## src/rtl/assert_macros.svh

```systemverilog
// Assertion macros shared by the surface extraction RTL.
// No dependencies; include with the bare file name.
`ifndef ASSERT_MACROS_SVH
`define ASSERT_MACROS_SVH

// Check a condition at every rising edge outside reset.
`define VSE_ASSERT(name, clk, rst, cond, msg) \
   name: assert property (@(posedge clk) disable iff (rst) (cond)) else $error(msg);

// Check that a cause is followed by an effect in the next cycle.
`define VSE_ASSERT_NEXT(name, clk, rst, cause, effect, msg) \
   name: assert property (@(posedge clk) disable iff (rst) (cause) |=> (effect)) \
      else $error(msg);

`endif

```

## src/rtl/vse_pkg.sv

```systemverilog
// Shared constants and types for the 3D voxel surface extraction block.
// No dependencies.
package vse_pkg;

   localparam int MAX_WIDTH  = 64;
   localparam int MAX_HEIGHT = 64;
   localparam int MAX_DEPTH  = 4096;

   localparam int WIDTH_REG_W  = 7;
   localparam int HEIGHT_REG_W = 7;
   localparam int DEPTH_REG_W  = 13;

   localparam int WIDTH_RESET  = 64;
   localparam int HEIGHT_RESET = 64;
   localparam int DEPTH_RESET  = 64;

   localparam int CSR_ADDR_W = 4;
   localparam int CSR_DATA_W = 32;

   localparam int COL_W   = $clog2(MAX_WIDTH);
   localparam int ROW_W   = $clog2(MAX_HEIGHT);
   localparam int PLANE_W = $clog2(MAX_DEPTH);

   localparam int MAX_PLANE   = MAX_WIDTH * MAX_HEIGHT;
   localparam int PROD_W      = WIDTH_REG_W + HEIGHT_REG_W;
   localparam int PLANE_LEN_W = $clog2(MAX_PLANE + 1);
   localparam int SPAN_B_W    = PLANE_LEN_W + 1;
   localparam int LAG_W       = $clog2(MAX_PLANE + MAX_WIDTH + 2);
   localparam int ROW_SPAN_W  = WIDTH_REG_W + 1;

   localparam int PTR_A_W  = $clog2(MAX_PLANE);
   localparam int PTR_B_W  = $clog2(2 * MAX_PLANE);
   localparam int PTR_R1_W = $clog2(MAX_WIDTH);
   localparam int PTR_R2_W = $clog2(2 * MAX_WIDTH);

   typedef enum logic [CSR_ADDR_W-3:0] {
      REG_WIDTH  = 2'd0,
      REG_HEIGHT = 2'd1,
      REG_DEPTH  = 2'd2
   } vse_reg_type;

   typedef struct packed {
      logic emit;
      logic last;
      logic border;
   } vse_ctrl_type;

   // [row delay][plane delay] occupancy taps of one stream position
   typedef logic [2:0][2:0] vse_slice_type;

endpackage

```

## src/rtl/vse_ram.sv

```systemverilog
// Generic single-port RAM with registered read of the old contents.
// No dependencies.
module vse_ram #(
   parameter int DEPTH = 64,
   parameter int WIDTH = 1
) (
   input  logic                     clock,
   input  logic                     en,
   input  logic [$clog2(DEPTH)-1:0] addr,
   input  logic [WIDTH-1:0]         wdata,
   output logic [WIDTH-1:0]         rdata
);

   logic [WIDTH-1:0] mem_ff [DEPTH];
   logic [WIDTH-1:0] rdata_ff;

   always_ff @(posedge clock) begin
      if (en) begin
         rdata_ff <= mem_ff[addr];
         mem_ff[addr] <= wdata;
      end
   end

   assign rdata = rdata_ff;

endmodule

```

## src/rtl/vse_row_buf.sv

```systemverilog
// Row delay stage: delays the three plane-aligned streams by one and two rows.
// Depends on vse_pkg, vse_ram and assert_macros.svh.
`include "assert_macros.svh"

module vse_row_buf import vse_pkg::*; (
   input  logic                   clock,
   input  logic                   reset,
   input  logic                   restart,
   input  logic [WIDTH_REG_W-1:0] row_len,
   input  logic                   s1_valid,
   output logic                   s1_ready,
   input  logic [2:0]             s1_taps,
   input  vse_ctrl_type           s1_ctrl,
   output logic                   s2_valid,
   input  logic                   s2_ready,
   output vse_slice_type          s2_slice,
   output vse_ctrl_type           s2_ctrl
);

   logic [PTR_R1_W-1:0] ptr_r1_ff, ptr_r1_in;
   logic [PTR_R2_W-1:0] ptr_r2_ff, ptr_r2_in;
   logic                valid_ff, valid_in;
   logic [2:0]          taps_ff, taps_in;
   vse_ctrl_type        ctrl_ff, ctrl_in;

   logic                   load;
   logic [WIDTH_REG_W-1:0] span_r1_last;
   logic [ROW_SPAN_W-1:0]  span_r2_last;
   logic [2:0]             row_1;
   logic [2:0]             row_2;

   assign s1_ready     = ~valid_ff | s2_ready;
   assign load         = s1_valid & s1_ready;
   assign span_r1_last = row_len - WIDTH_REG_W'(1);
   assign span_r2_last = {row_len, 1'b0} - ROW_SPAN_W'(1);

   always_comb begin
      ptr_r1_in = ptr_r1_ff;
      ptr_r2_in = ptr_r2_ff;
      if (restart) begin
         ptr_r1_in = '0;
         ptr_r2_in = '0;
      end else if (load) begin
         ptr_r1_in = (WIDTH_REG_W'(ptr_r1_ff) == span_r1_last) ? '0 :
                     ptr_r1_ff + PTR_R1_W'(1);
         ptr_r2_in = (ROW_SPAN_W'(ptr_r2_ff) == span_r2_last) ? '0 :
                     ptr_r2_ff + PTR_R2_W'(1);
      end
   end

   assign valid_in = load | (valid_ff & ~s2_ready);
   assign taps_in  = load ? s1_taps : taps_ff;
   assign ctrl_in  = load ? s1_ctrl : ctrl_ff;

   vse_ram #(.DEPTH(MAX_WIDTH), .WIDTH(3)) u_ram_r1 (
      .clock (clock),
      .en    (load),
      .addr  (ptr_r1_ff),
      .wdata (s1_taps),
      .rdata (row_1)
   );

   vse_ram #(.DEPTH(2 * MAX_WIDTH), .WIDTH(3)) u_ram_r2 (
      .clock (clock),
      .en    (load),
      .addr  (ptr_r2_ff),
      .wdata (s1_taps),
      .rdata (row_2)
   );

   always_ff @(posedge clock) begin
      if (reset) begin
         ptr_r1_ff <= '0;
         ptr_r2_ff <= '0;
         valid_ff  <= 1'b0;
      end else begin
         ptr_r1_ff <= ptr_r1_in;
         ptr_r2_ff <= ptr_r2_in;
         valid_ff  <= valid_in;
      end
   end

   always_ff @(posedge clock) begin
      taps_ff <= taps_in;
      ctrl_ff <= ctrl_in;
   end

   always_comb begin
      s2_slice[0] = taps_ff;
      s2_slice[1] = row_1;
      s2_slice[2] = row_2;
   end

   assign s2_valid = valid_ff;
   assign s2_ctrl  = ctrl_ff;

   `VSE_ASSERT(a_row_ptr_in_span, clock, reset, (WIDTH_REG_W'(ptr_r1_ff) < row_len) && (ROW_SPAN_W'(ptr_r2_ff) <= span_r2_last), "row buffer pointer outside its delay span")

endmodule

```

## config.mk

```make
export PLATFORM = sky130hd
export DESIGN_NAME = vse_row_buf
export DESIGN_NICKNAME = d
export VERILOG_FILES = /design/src/rtl/vse_pkg.sv /design/src/rtl/vse_ram.sv /design/src/rtl/vse_row_buf.sv
export VERILOG_INCLUDE_DIRS = /design/src /design/src/rtl
export SDC_FILE = /design/constraint.sdc
export NUM_CORES = 1
export LEC_CHECK = 0
export BUFFER_PORTS_ARGS = -buffer_cell sky130_fd_sc_hd__buf_2
export CAP_MARGIN = 20
export CORE_AREA = 2 2 245 295
export DETAILED_ROUTE_END_ITERATION = 10
export DIE_AREA = 0 0 247 297
export HOLD_SLACK_MARGIN = 0.1
export PLACE_DENSITY_LB_ADDON = 0.1
export SETUP_SLACK_MARGIN = 0.2
export SLEW_MARGIN = 20
export SYNTH_ARGS = -nofsm -noshare
export SYNTH_HDL_FRONTEND = slang
export SYNTH_SLANG_ARGS = --single-unit
export TNS_END_PERCENT = 20
```

## constraint.sdc

```tcl
create_clock -name clock -period 2.45 [get_ports clock]
set_clock_uncertainty 0.1 [all_clocks]
set_input_delay 0 -clock clock [delete_from_list [all_inputs] [get_ports clock]]
set_output_delay 0 -clock clock [all_outputs]
set_load 0.01 [all_outputs]
```

---- Yosys cells after proc, flatten, opt, wreduce, memory -nomap -nowiden ----
Memory sizes are Yosys's and may differ from the RTL's. A register that Yosys moved wholly into a read port is not among the register bits.
Index checks and enable logic that the tools add are counted.
operators by class
  shift operators ......................... 0
  bitwise logic cells ..................... 6
  multiply operators ...................... 0
  div/mod/pow operators ................... 0
  reductions and logical operators ........ 1
  muxes and demuxes ....................... 4
  eq/ne operators ......................... 2
  $lt $le $gt $ge ......................... 0
  add/subtract/negate cells ............... 4
operators by type and width
  operator                                                             number
  7-bit by 8-bit == test with 1-bit output                             1
  8-bit by 1-bit subtractor with 8-bit output (second input constant)  1
  7-bit by 1-bit adder with 7-bit output (second input constant)       1
  6-bit by 7-bit == test with 1-bit output                             1
  7-bit two-way mux                                                    1
  7-bit by 1-bit subtractor with 7-bit output (second input constant)  1
  6-bit by 1-bit adder with 6-bit output (second input constant)       1
  6-bit two-way mux                                                    1
  1-bit bitwise AND                                                    2
  1-bit two-way mux                                                    2
  1-bit NOT                                                            2
  1-bit OR                                                             2
  2-bit OR reduction                                                   1
word-level totals
  output and inout bits ................... 14
  bits of input ports ..................... 18
  memory bits (read-only) ................. 0
  register bits ........................... 20
  bits in writable memories ............... 576
  word-level logic and storage cells ...... 26
  memories ................................ 2
  latch bits .............................. 0
memory list
  name             depth  bits a word  rd ports  clocked after Yosys merged registers in  write ports  line           RTL
  u_ram_r2.mem_ff  128    3            1         1                                        1            vse_ram.sv:14  logic [WIDTH-1:0] mem_ff [DEPTH];
  u_ram_r1.mem_ff  64     3            1         1                                        1            vse_ram.sv:14

---- Logic depth before layout (Yosys ltp) ----
Gate-level depths: netlist of run 1.
  word-level depth ........................ 5
  mapped depth ............................ 10
  gate-level depth less buffers ........... 8

---- Hierarchy ----
From an unflattened synthesis of run 1, not the netlist that was laid out.
second synthesis, totals
  cells, all modules ...................... 1645
  area, all modules ....................... 25052.8 µm²
by module, submodules not included
  module              times used  seq. area each (µm²)  cells each  area each (µm²)
  vse_ram (u_ram_r2)  1           11621.1               1031        15847.7
  vse_ram (u_ram_r1)  1           5855.6                499         8087.8
  vse_row_buf         1           460.4                 115         1117.3

---- Least setup slack after synthesis of run 1 ----
No wires, ideal clock.
  kind .................................... flip-flop to flip-flop
  start ................................... register ptr_r2_ff[0]
  end ..................................... register u_ram_r2.rdata_ff[1] (netlist: u_ram_r2.rdata[1]) (read register of u_ram_r2.mem_ff) (data pin)
  buffers on the path ..................... 1
  setup time .............................. 272 ps
  stages on the path, launching flop included .. 7
  setup slack ............................. -137 ps
  required time ........................... 2078 ps
  arrival ................................. 2216 ps
  period minus slack after synthesis ...... 2587 ps
  cells stage by stage .................... dfxtp_1 > buf_4 > mux4_2 > mux4_2 > mux2i_1 > nor3b_1 > or4b_1
RTL lines
  element                 line               RTL
  from (decl)             vse_row_buf.sv:21  logic [PTR_R2_W-1:0] ptr_r2_ff, ptr_r2_in;
  from (signal assigned)  vse_row_buf.sv:78  ptr_r2_ff <= ptr_r2_in;
  to (decl)               vse_ram.sv:15      logic [WIDTH-1:0] rdata_ff;

==> results of run 1 <==
stage by stage:
| step | cell area [µm²] | setup TNS (ns) | setup WS [ns] | std cells | utilization (%) |
|---|---|---|---|---|---|
| CTS | 30940 | -2.224 | -0.2179 | 2845 | 43.85 |
| finish | 31430 | -0.4346 | -0.2198 | 2858 | 44.54 |
| global placement | 27960 | -7.048 | -0.5726 | 2681 | 39.62 |
| detailed placement | 27960 | -6.084 | -0.5381 | 2681 | 39.62 |
| floorplan | 24580 | -0.04533 | -0.04533 | 1558 | - |
| global route | 31430 | -0.8205 | -0.3026 | 2858 | 44.54 |
cells by family (layout without fill, tap and decap cells):
kind of cell	count (synthesis)	count (layout)	synth area share [%]
and+or+nand+nor	392	394	7.066
xor gates and xnor gates	25	25	0.8941
DFF	602	602	73.25
adders and majority gates	3	3	0.1533
muxes	133	133	7.858
AOI/OAI and AO/OA	279	279	8.666
buffers and inverters	124	496	2.115
routing by layer:
layer  vias to the layer above  wire [µm]  global-route usage, %
met5                         -          0                      0
met4                         0       3407                  9.223
met3                       145       3245                  2.887
met2                       462      38440                  35.67
met1                      7874      31140                  25.65
li1                       6828          -                      -
registers in the layout (all words and copies together), names as in the netlist:
| name | count |
|---|---|
| u_ram_r2.mem_ff | 384 |
| u_ram_r1.rdata | 3 |
| u_ram_r2.rdata | 3 |
| s2_valid | 1 |
| taps_ff | 3 |
| ptr_r2_ff | 7 |
| ptr_r1_ff | 6 |
| s2_ctrl | 3 |
| u_ram_r1.mem_ff | 192 |
cell type report:
type                            count  area (µm²)  share of cell area, %
Inverter                            9       35.03                 0.1115
Clock buffer                       85        1882                  5.988
Multi-Input combinational cell    834        6676                  21.25
Sequential cell                   602       17970                  57.17
Timing Repair Buffer              365        3361                  10.69
Tap cell                          926        1159                  3.687
Clock inverter                     37       345.3                  1.099
cells in the mapped netlist (all sizes together) (7+ instances only):
cell type    n
nand3       27
a221oi      65
nor2       224
xnor2       12
o22a         7
mux2i       46
nor2b       26
o221ai      14
a21oi       34
and2         8
mux4        43
a22oi       48
dfxtp       14
nand4        7
o21ai       17
o22ai       24
xor2        13
a22o        18
edfxtp     588
clkbuf      74
mux2        44
buf         41
nor3        15
nand2       53
final timing paths:
check,startpoint,end,slack [ns],depth (start not counted)
max,ptr_r2_ff[0],u_ram_r2.rdata[1],-0.22,8
min,s2_ready,ptr_r1_ff[1],0.10,6
max reg2reg,ptr_r2_ff[0],u_ram_r2.rdata[1],-0.22,8
min reg2reg,ptr_r1_ff[3],ptr_r1_ff[3],0.55,2
power groups by stage:
stage | Clock (µW) | Sequential [µW] | Combinational (µW)
floorplan | 0 | 11600 | 305
global placement | 0 | 11600 | 827
detailed placement | 0 | 11600 | 831
CTS | 10400 | 11300 | 922
global route | 10800 | 11300 | 999
finish | 10200 | 11300 | 938
repair_timing:
| item | in CTS | in global routing |
|---|---|---|
| endpoints found under the hold margin | 608 | 0 |
| hold buffers | 20 | 0 |
| gates resized for setup | 96 | 94 |
| pin swaps | 8 | 15 |
| setup buffers | 20 | 11 |
| endpoints found under the setup margin | 394 | 339 |
| cloned | 2 | 2 |
worst max-delay path: stages, from the launching register on:
cell and delay (ns):
dfxtp_4 0.37, buf_12 0.15, buf_12 0.15, buf_12 0.14
mux4_2 0.51, and2_1 0.17, a211o_1 0.29, nand4_1 0.11
or4b_1 0.43
==> run metrics, run 1 <==
Synth Warn #=0; Post-synth ARST share=0%; synthesized flop and latch total=approximately 600; Synth top area share=between 70% and 80%; total number of vias=about 15000; RD Place Congestion=about 0.87; number of diodes=0; H-tree Lvls=3; CTS tree=built; die width=about 250 µm; Nets=1900; num rows=between 100 and 150; Final HPWL DP=approximately 50000 µm; Synth cell types=65; CTS clk-pin slew, worst paths=around 0.070 ns; die height=roughly 300 µm; maxcap violations=0; maximum clock path buffer count=3; mean post-synth cell area=between 15 and 20 µm²; Synth Net Count=1579; synthesized area=approximately 24000 µm²; overall power=roughly 22000 µW; fillers=roughly 6200; TritonCTS Sinks=602; vias in the first global route=between 15000 and 20000; Least-Margin Pin Slew=0.7198 ns; crit start category=flip-flop; endpoints failing setup=4; pin count of the biggest net entering global routing=124; ys flop type=edfxtp_1; Req. time, crit path=approximately 2.7 ns; RSZ-0062 raised after global routing=true; first-pass GRT wire length=approximately 110000 µm; NetSw=4697 µW; LEAKAGE=0.01029 µW; most frequent cells in the layout=edfxtp_1 (588), buf_4 (256), nor2_1 (163); top post-synthesis cells by area=edfxtp_1 (72%), mux4_2 (4.0%), nor2_1 (3.4%), a221oi_1 (2.3%), mux2_2 (2.0%); Flop pwr share=between 50 and 60%; root buffer cell=clkbuf_16; share of layout cells above drive strength 1=a little over a third; switching share of power=a little over a fifth; outcome=finished, violations left; worst min path class=in2reg; GRT Overall Usage=about a fifth; crit path DAT=2.91 ns; Internal Power=between 15000 and 20000 µW; Die Area=about 73000 µm²; Core ar.=70550 µm²; VDD IR-drop max=~0.42 mV; DRT iter0 DRCs=1157; Crit Path Category=reg2reg; commonest non-fill, non-tap cell in the layout=edfxtp_1; final period utilization=109.0%; Rel. slew slack=between 50 and 60%; initial antenna violation count=0; Initial Utilization=a little over a third; Avg WL per Cell=between 20 and 30 µm; synthesized instance count=between 1500 and 2000; residual DRC count=0; grt total ovfl=0; power per cell area=~700 nW/µm²; # port buffers=31; combinational share of power=approximately 4.2%; Max Fclk=roughly 0.37 GHz; Fin Hold WS=0.1019 ns; final WL=about 76000 µm; Synth area leader=edfxtp_1; final worst slack=-0.2198 ns; Area Growth Syn to Fin=28.33%; Post-DRT Antenna Nets=0; # IOs=32; Pins Over Slew Limit=0; Clock power frac=between 40% and 50%; Tmin final=approximately 2.7 ns; Vias/cell=5.357; worst skew pair latency=approximately 0.6 ns; Crit. End Element=flip-flop; failing checks=negative setup slack; Post-synth EDFFs=588; cts bufs inserted=67; Fin. Hold Viols=0; sequential share of the synthesized area=roughly three quarters; Worst Path Max Fanout=10; drt pass-1 iters=7
No activity file was read; power rests on OpenSTA's default activity.
==> run 2: changes to the inputs <==
GPL_ROUTABILITY_DRIVEN = 0   (was default)
GPL_TIMING_DRIVEN = 0   (was default)
==> run 2 against run 1 <==
  * The flow still finishes with violations (negative setup slack)
  * Maximum frequency down 9.9%
  * Non-clock buffer count shrank 150
  * Critical path depth is 2 higher
  * Core utilization is 0.73 points lower
  * Sequential cell count stayed put
  * Sequential share of layout area is 0.90 points higher
  * Count of clock-buffer cells in the layout unchanged
  * Combinational power grew 3.5%
  * Total power is 1.5% lower
  * Global-route usage up 2.9 points
  * Hold slack gained 0.054 ns
  * Critical path type unchanged
  * Critical endpoint is now u_ram_r2.rdata[0]
  * Largest power group unchanged
==> run metrics, run 2 (synthesis gave the netlist of run 1 again) <==
pin count of the biggest net entering global routing=119; die height=297 µm; # port buffers=31; Area Growth Syn to Fin=26.23%; vias in the first global route=approximately 16000; Max Fclk=around 0.34 GHz; Fin. Hold Viols=0; Least-Margin Pin Slew=between 0.7 and 0.8 ns; CTS tree=built; share of layout cells above drive strength 1=approximately a third; Finished Cell Area=between 30000 and 40000 µm²; biggest regs=u_ram_r2.mem_ff (384), u_ram_r1.mem_ff (192), ptr_r2_ff (7); maxcap violations=0; Pins Over Slew Limit=0; Avg WL per Cell=approximately 32 µm; Crit Path Category=reg2reg; power per cell area=between 700 and 800 nW/µm²; endpoints failing setup=3; LEAKAGE=0.009574 µW; failing checks=negative setup slack; residual DRC count=0; dpl cells=2520; maximum clock path buffer count=3; drt pass-1 iters=5; total number of vias=15430; Core ar.=approximately 70000 µm²; first-pass GRT wire length=120700 µm; commonest non-fill, non-tap cell in the layout=edfxtp_1; crit path DAT=about 3.1 ns; Worst Path Max Fanout=10; Vias/cell=~5.7; final period utilization=120.9%; DRT iter0 DRCs=about 1300; GRT Overall Usage=a little under a quarter; num rows=~110; Final Util=between 40% and 50%; root buffer cell=clkbuf_16; GRT met1 Usage=~29%; max reg flops=~380; final worst slack=-0.5121 ns; outcome=finished, violations left; Setup WS pre-CTS=-2.560 ns; RSZ-0062 raised after global routing=true; number of diodes=0; crit start category=flip-flop; die width=247 µm; initial antenna violation count=0; final WL=slightly below 90000 µm; Tmin final=2.962 ns; cts bufs inserted=between 60 and 70; CTS clk-pin slew, worst paths=roughly 0.060 ns; Rel. slew slack=approximately 48%; grt total ovfl=0; Initial Utilization=a little over a third; Req. time, crit path=approximately 2.6 ns; worst min path class=in2reg; fillers=between 6000 and 7000; worst skew pair latency=~0.61 ns; Top reg by flops=u_ram_r2.mem_ff; Crit. End Element=flip-flop; Nets=between 1500 and 2000; VDD IR-drop max=between 0.4 and 0.5 mV; H-tree Lvls=3; Non-Filler Instances=2704; Post-DRT Antenna Nets=0; # IOs=32; Die Area=~73000 µm²; Final HPWL DP=roughly 56000 µm; TritonCTS Sinks=~600; grt met3 use=under 10%; grt peak-use layer=met2; placed cell areas=26060 µm²; most frequent cells in the layout=edfxtp_1 (588), nor2_1 (100), nor2_2 (87); grt met2 use=40.51%
-- run 2: area by class of cell --
| class | count | area (µm²) | area share [%] |
|---|---|---|---|
| Clock inverter | 35 | 260.3 | 0.8419 |
| Timing Repair Buffer | 101 | 989.7 | 3.202 |
| Tap cell | 926 | 1159 | 3.748 |
| Clock buffer | 85 | 1829 | 5.918 |
| Sequential cell | 602 | 17950 | 58.08 |
| Multi-Input combinational cell | 832 | 7179 | 23.23 |
| Buffer | 114 | 1488 | 4.813 |
| Inverter | 9 | 53.80 | 0.1741 |
-- run 2: repair_timing --
action | in CTS | in global routing
resized for setup | 390 | 194
buffers inserted | 29 | 13
setup endpoints to repair | 595 | 512
pin swaps | 9 | 23
gates cloned | 1 | 1
endpoints found under the hold margin | 329 | 0
hold buffers | 21 | 0
-- run 2: metrics by stage --
step | power, µW | hold slack, ns | TNS, ns
floorplan | 11870 | -0.03292 | -0.04533
global placement | 12330 | 0.07949 | -1470.71
detailed placement | 12330 | 0.08088 | -820.49
CTS | 22220 | 0.1217 | -10.05
global route | 22670 | 0.1846 | -1.466
finish | 22130 | 0.1562 | -1.354
-- run 2: path summary, 6_finish.rpt --
check                     from                end  slack (ns)  cells past startpoint
hold / removal      row_len[2]       ptr_r2_ff[3]        0.16                      6
setup reg to reg  ptr_r2_ff[0]  u_ram_r2.rdata[0]       -0.51                     10
setup / recovery  ptr_r2_ff[0]  u_ram_r2.rdata[0]       -0.51                     10
hold reg to reg   ptr_r2_ff[1]       ptr_r2_ff[1]        0.57                      3
-- run 2: critical path: stages, from the launching register on --
cell and delay, ns:
dfxtp_4 0.39, buf_12 0.11, buf_12 0.16, nor2b_1 0.11
clkbuf_8 0.21, clkbuf_16 0.22, a22oi_2 0.23, nor2_1 0.08
o31a_1 0.35, o41ai_4 0.35, nand4_1 0.29
-- run 2: routing by layer --
layer	vias up	wire, µm
li1	6543	-
met1	7993	33350
met3	198	5308
met2	695	44170
met4	0	4103
met5	-	0
-- run 2: report_power, final --
group / internal (µW) / switching (µW)
logic: 338 / 633
registers: 11300 / 14.5
clock network: 5690 / 4140
total: 17300 / 4780
==> run 3: changes to the inputs <==
CORE_AREA = 2 2 264 318   (was 2 2 245 295)
DIE_AREA = 0 0 266 320   (was 0 0 247 297)
==> run 3 against run 2 <==
  * Total power is 2.2% higher
  * Largest cell class unchanged
  * Hold slack worse by 0.0044 ns
  * Core utilization is 4.6 points lower
  * The run still ends with negative setup slack left
  * Maximum frequency is 1.4% lower
  * Critical path type unchanged
  * Count of clock-buffer cells in the layout is 2 higher
  * Die area is 16% higher
  * Critical path depth is 1 lower
  * Sequential cell count stayed put
  * Non-clock buffer count is 41 higher
  * Largest power group unchanged
  * Global-route usage is 1.9 points lower
  * Register-to-register slack worse by 0.04 ns
  * Combinational power is 9% higher
==> run metrics, run 3 (synthesis gave the netlist of run 1 again) <==
crit start category=flip-flop; drt pass-1 iters=5; Flop pwr share=50.1%; Fin Setup TNS=-1.606 ns; num rows=115; Avg WL per Cell=32.32 µm; Final HPWL DP=slightly below 60000 µm; worst skew pair latency=about 0.63 ns; GRT Overall Usage=a little over a fifth; Crit Path Category=reg2reg; LEAKAGE=between 0.009 and 0.01 µW; first-pass GRT wire length=128300 µm; Worst Path Max Fanout=8; Worst R2R Start=ptr_r2_ff[0]; worst min path class=in2reg; Vias/cell=between 5 and 6; Crit. End Element=flip-flop; switching share of power=a little over a fifth; CTS clk-pin slew, worst paths=about 0.06 ns; Crit. Startpoint=ptr_r2_ff[0]; grt total ovfl=0; biggest regs=u_ram_r2.mem_ff (384), u_ram_r1.mem_ff (192), ptr_r2_ff (7); # IOs=32; final period utilization=122.6%; Max Fclk=0.3328 GHz; Initial Utilization=between 20% and 30%; number of diodes=0; crit path DAT=approximately 3.2 ns; most frequent cells in the layout=edfxtp_1 (588), nor2_1 (88), clkbuf_16 (85); Clock power frac=between 40% and 50%; Core ar.=just over 80000 µm²; Least-Margin Pin Slew=around 0.89 ns; outcome=finished, violations left; Non-Filler Instances=approximately 2900; Pins Over Slew Limit=0; dpl cells=2647; fillers=approximately 7600; min-delay src=row_len[3]; power per cell area=~710 nW/µm²; TritonCTS Sinks=between 600 and 700; max reg flops=384; endpoints failing setup=4; cts bufs inserted=70; share of layout cells above drive strength 1=between 30% and 40%; residual DRC count=0; root buffer cell=clkbuf_16; Post-DRT Antenna Nets=0; die width=266 µm; # port buffers=31; VDD IR-drop max=between 0.4 and 0.5 mV; die height=about 320 µm; overall power=between 20000 and 25000 µW; initial antenna violation count=3; final worst slack=-0.5544 ns; Top reg by flops=u_ram_r2.mem_ff; failing checks=negative setup slack; Hold Path Cell Cnt=6; Area Growth Syn to Fin=30.87%; Die Area=between 80000 and 90000 µm²; DRT iter0 DRCs=around 1600; R2R depth=9; maximum clock path buffer count=3; Nets=~1800; NetSw=~4900 µW; pin count of the biggest net entering global routing=roughly 110; combinational share of power=4.7%; CTS tree=built; final WL=92910 µm; Fin. Hold Viols=0; Rel. slew slack=40.62%; maxcap violations=0; commonest non-fill, non-tap cell in the layout=edfxtp_1; vias in the first global route=around 16000; Internal Power=17680 µW; H-tree Lvls=3; total number of vias=~16000; Req. time, crit path=around 2.6 ns; Tmin final=approximately 3.0 ns; RSZ-0062 raised after global routing=true
## run 3: cell types whose count changed in the layout (fill, tap and decap cells not counted), sizes merged, moves of 2 or more
| cell | delta |
|---|---|
| bufinv | +2 |
| clkinv | -5 |
| buf | +39 |
| inv | +5 |
| bufbuf | +2 |
## run 3: worst paths after layout
| check | endpoint | slack [ns] |
|---|---|---|
| setup / recovery | u_ram_r2.rdata[0] | -0.55 |
| hold / removal | ptr_r2_ff[6] | 0.15 |
| setup reg to reg | u_ram_r2.rdata[0] | -0.55 |
| hold reg to reg | ptr_r2_ff[1] | 0.63 |
## run 3: metal layers
layer	global-route usage [%]	part of all wire, %	wire length (µm)
met3	3.657	6.2	5780
met2	37.71	51	47190
met4	9.576	4.2	3941
met5	0	0.0075	7
met1	26.34	39	36000
## run 3: layout make-up
cell class                 instances  area [µm²]  share of cell area [%]
inverter                           9       51.30                  0.1601
multi-input combinational        832        7503                   23.41
clock inverter                    36       337.8                   1.054
clock buffer                      87        1847                   5.763
sequential                       602       17950                   56.03
timing repair buffer             141        1426                   4.451
buffer                           115        1609                   5.021
tap                             1053        1318                   4.111
## run 3: critical path, stage by stage (launching register included)
cell      delay (ns)
dfxtp_4         0.38
buf_12          0.15
buf_16          0.15
and3_4          0.19
buf_12          0.13
a22o_1          0.17
o211ai_1        0.43
a21boi_2        0.15
o41ai_4         0.47
nand4_1         0.31
## run 3: power by group through the flow
stage | Combinational, µW | Clock, µW | Sequential (µW)
final | 1060 | 10200 | 11300
after global routing | 1100 | 10800 | 11300
after CTS | 995 | 10400 | 11300
after detailed placement | 807 | 0 | 11600
after global placement | 776 | 0 | 11600
after floorplan | 305 | 0 | 11600
## run 3: stage by stage
stage          hold slack, ns  setup WS, ns  utilization, %  cell area, µm²
3_5_place_dp          0.07864        -2.471           32.08           26220
6_report               0.1518       -0.5544           39.21           32050
3_3_place_gp          0.07782        -2.495           31.88           26060
2_1_floorplan        -0.03292      -0.04533               -           24580
4_1_cts                0.1072       -0.4915           37.79           30890
5_1_grt                0.1962       -0.5484           39.21           32050
## run 3: timing repair
action,in CTS,in global routing
hold endpoints to repair,276,0
resized for setup,446,249
hold buffers,22,0
gates cloned,4,2
setup endpoints to repair,595,394
pin swaps,24,49
setup buffers,49,28
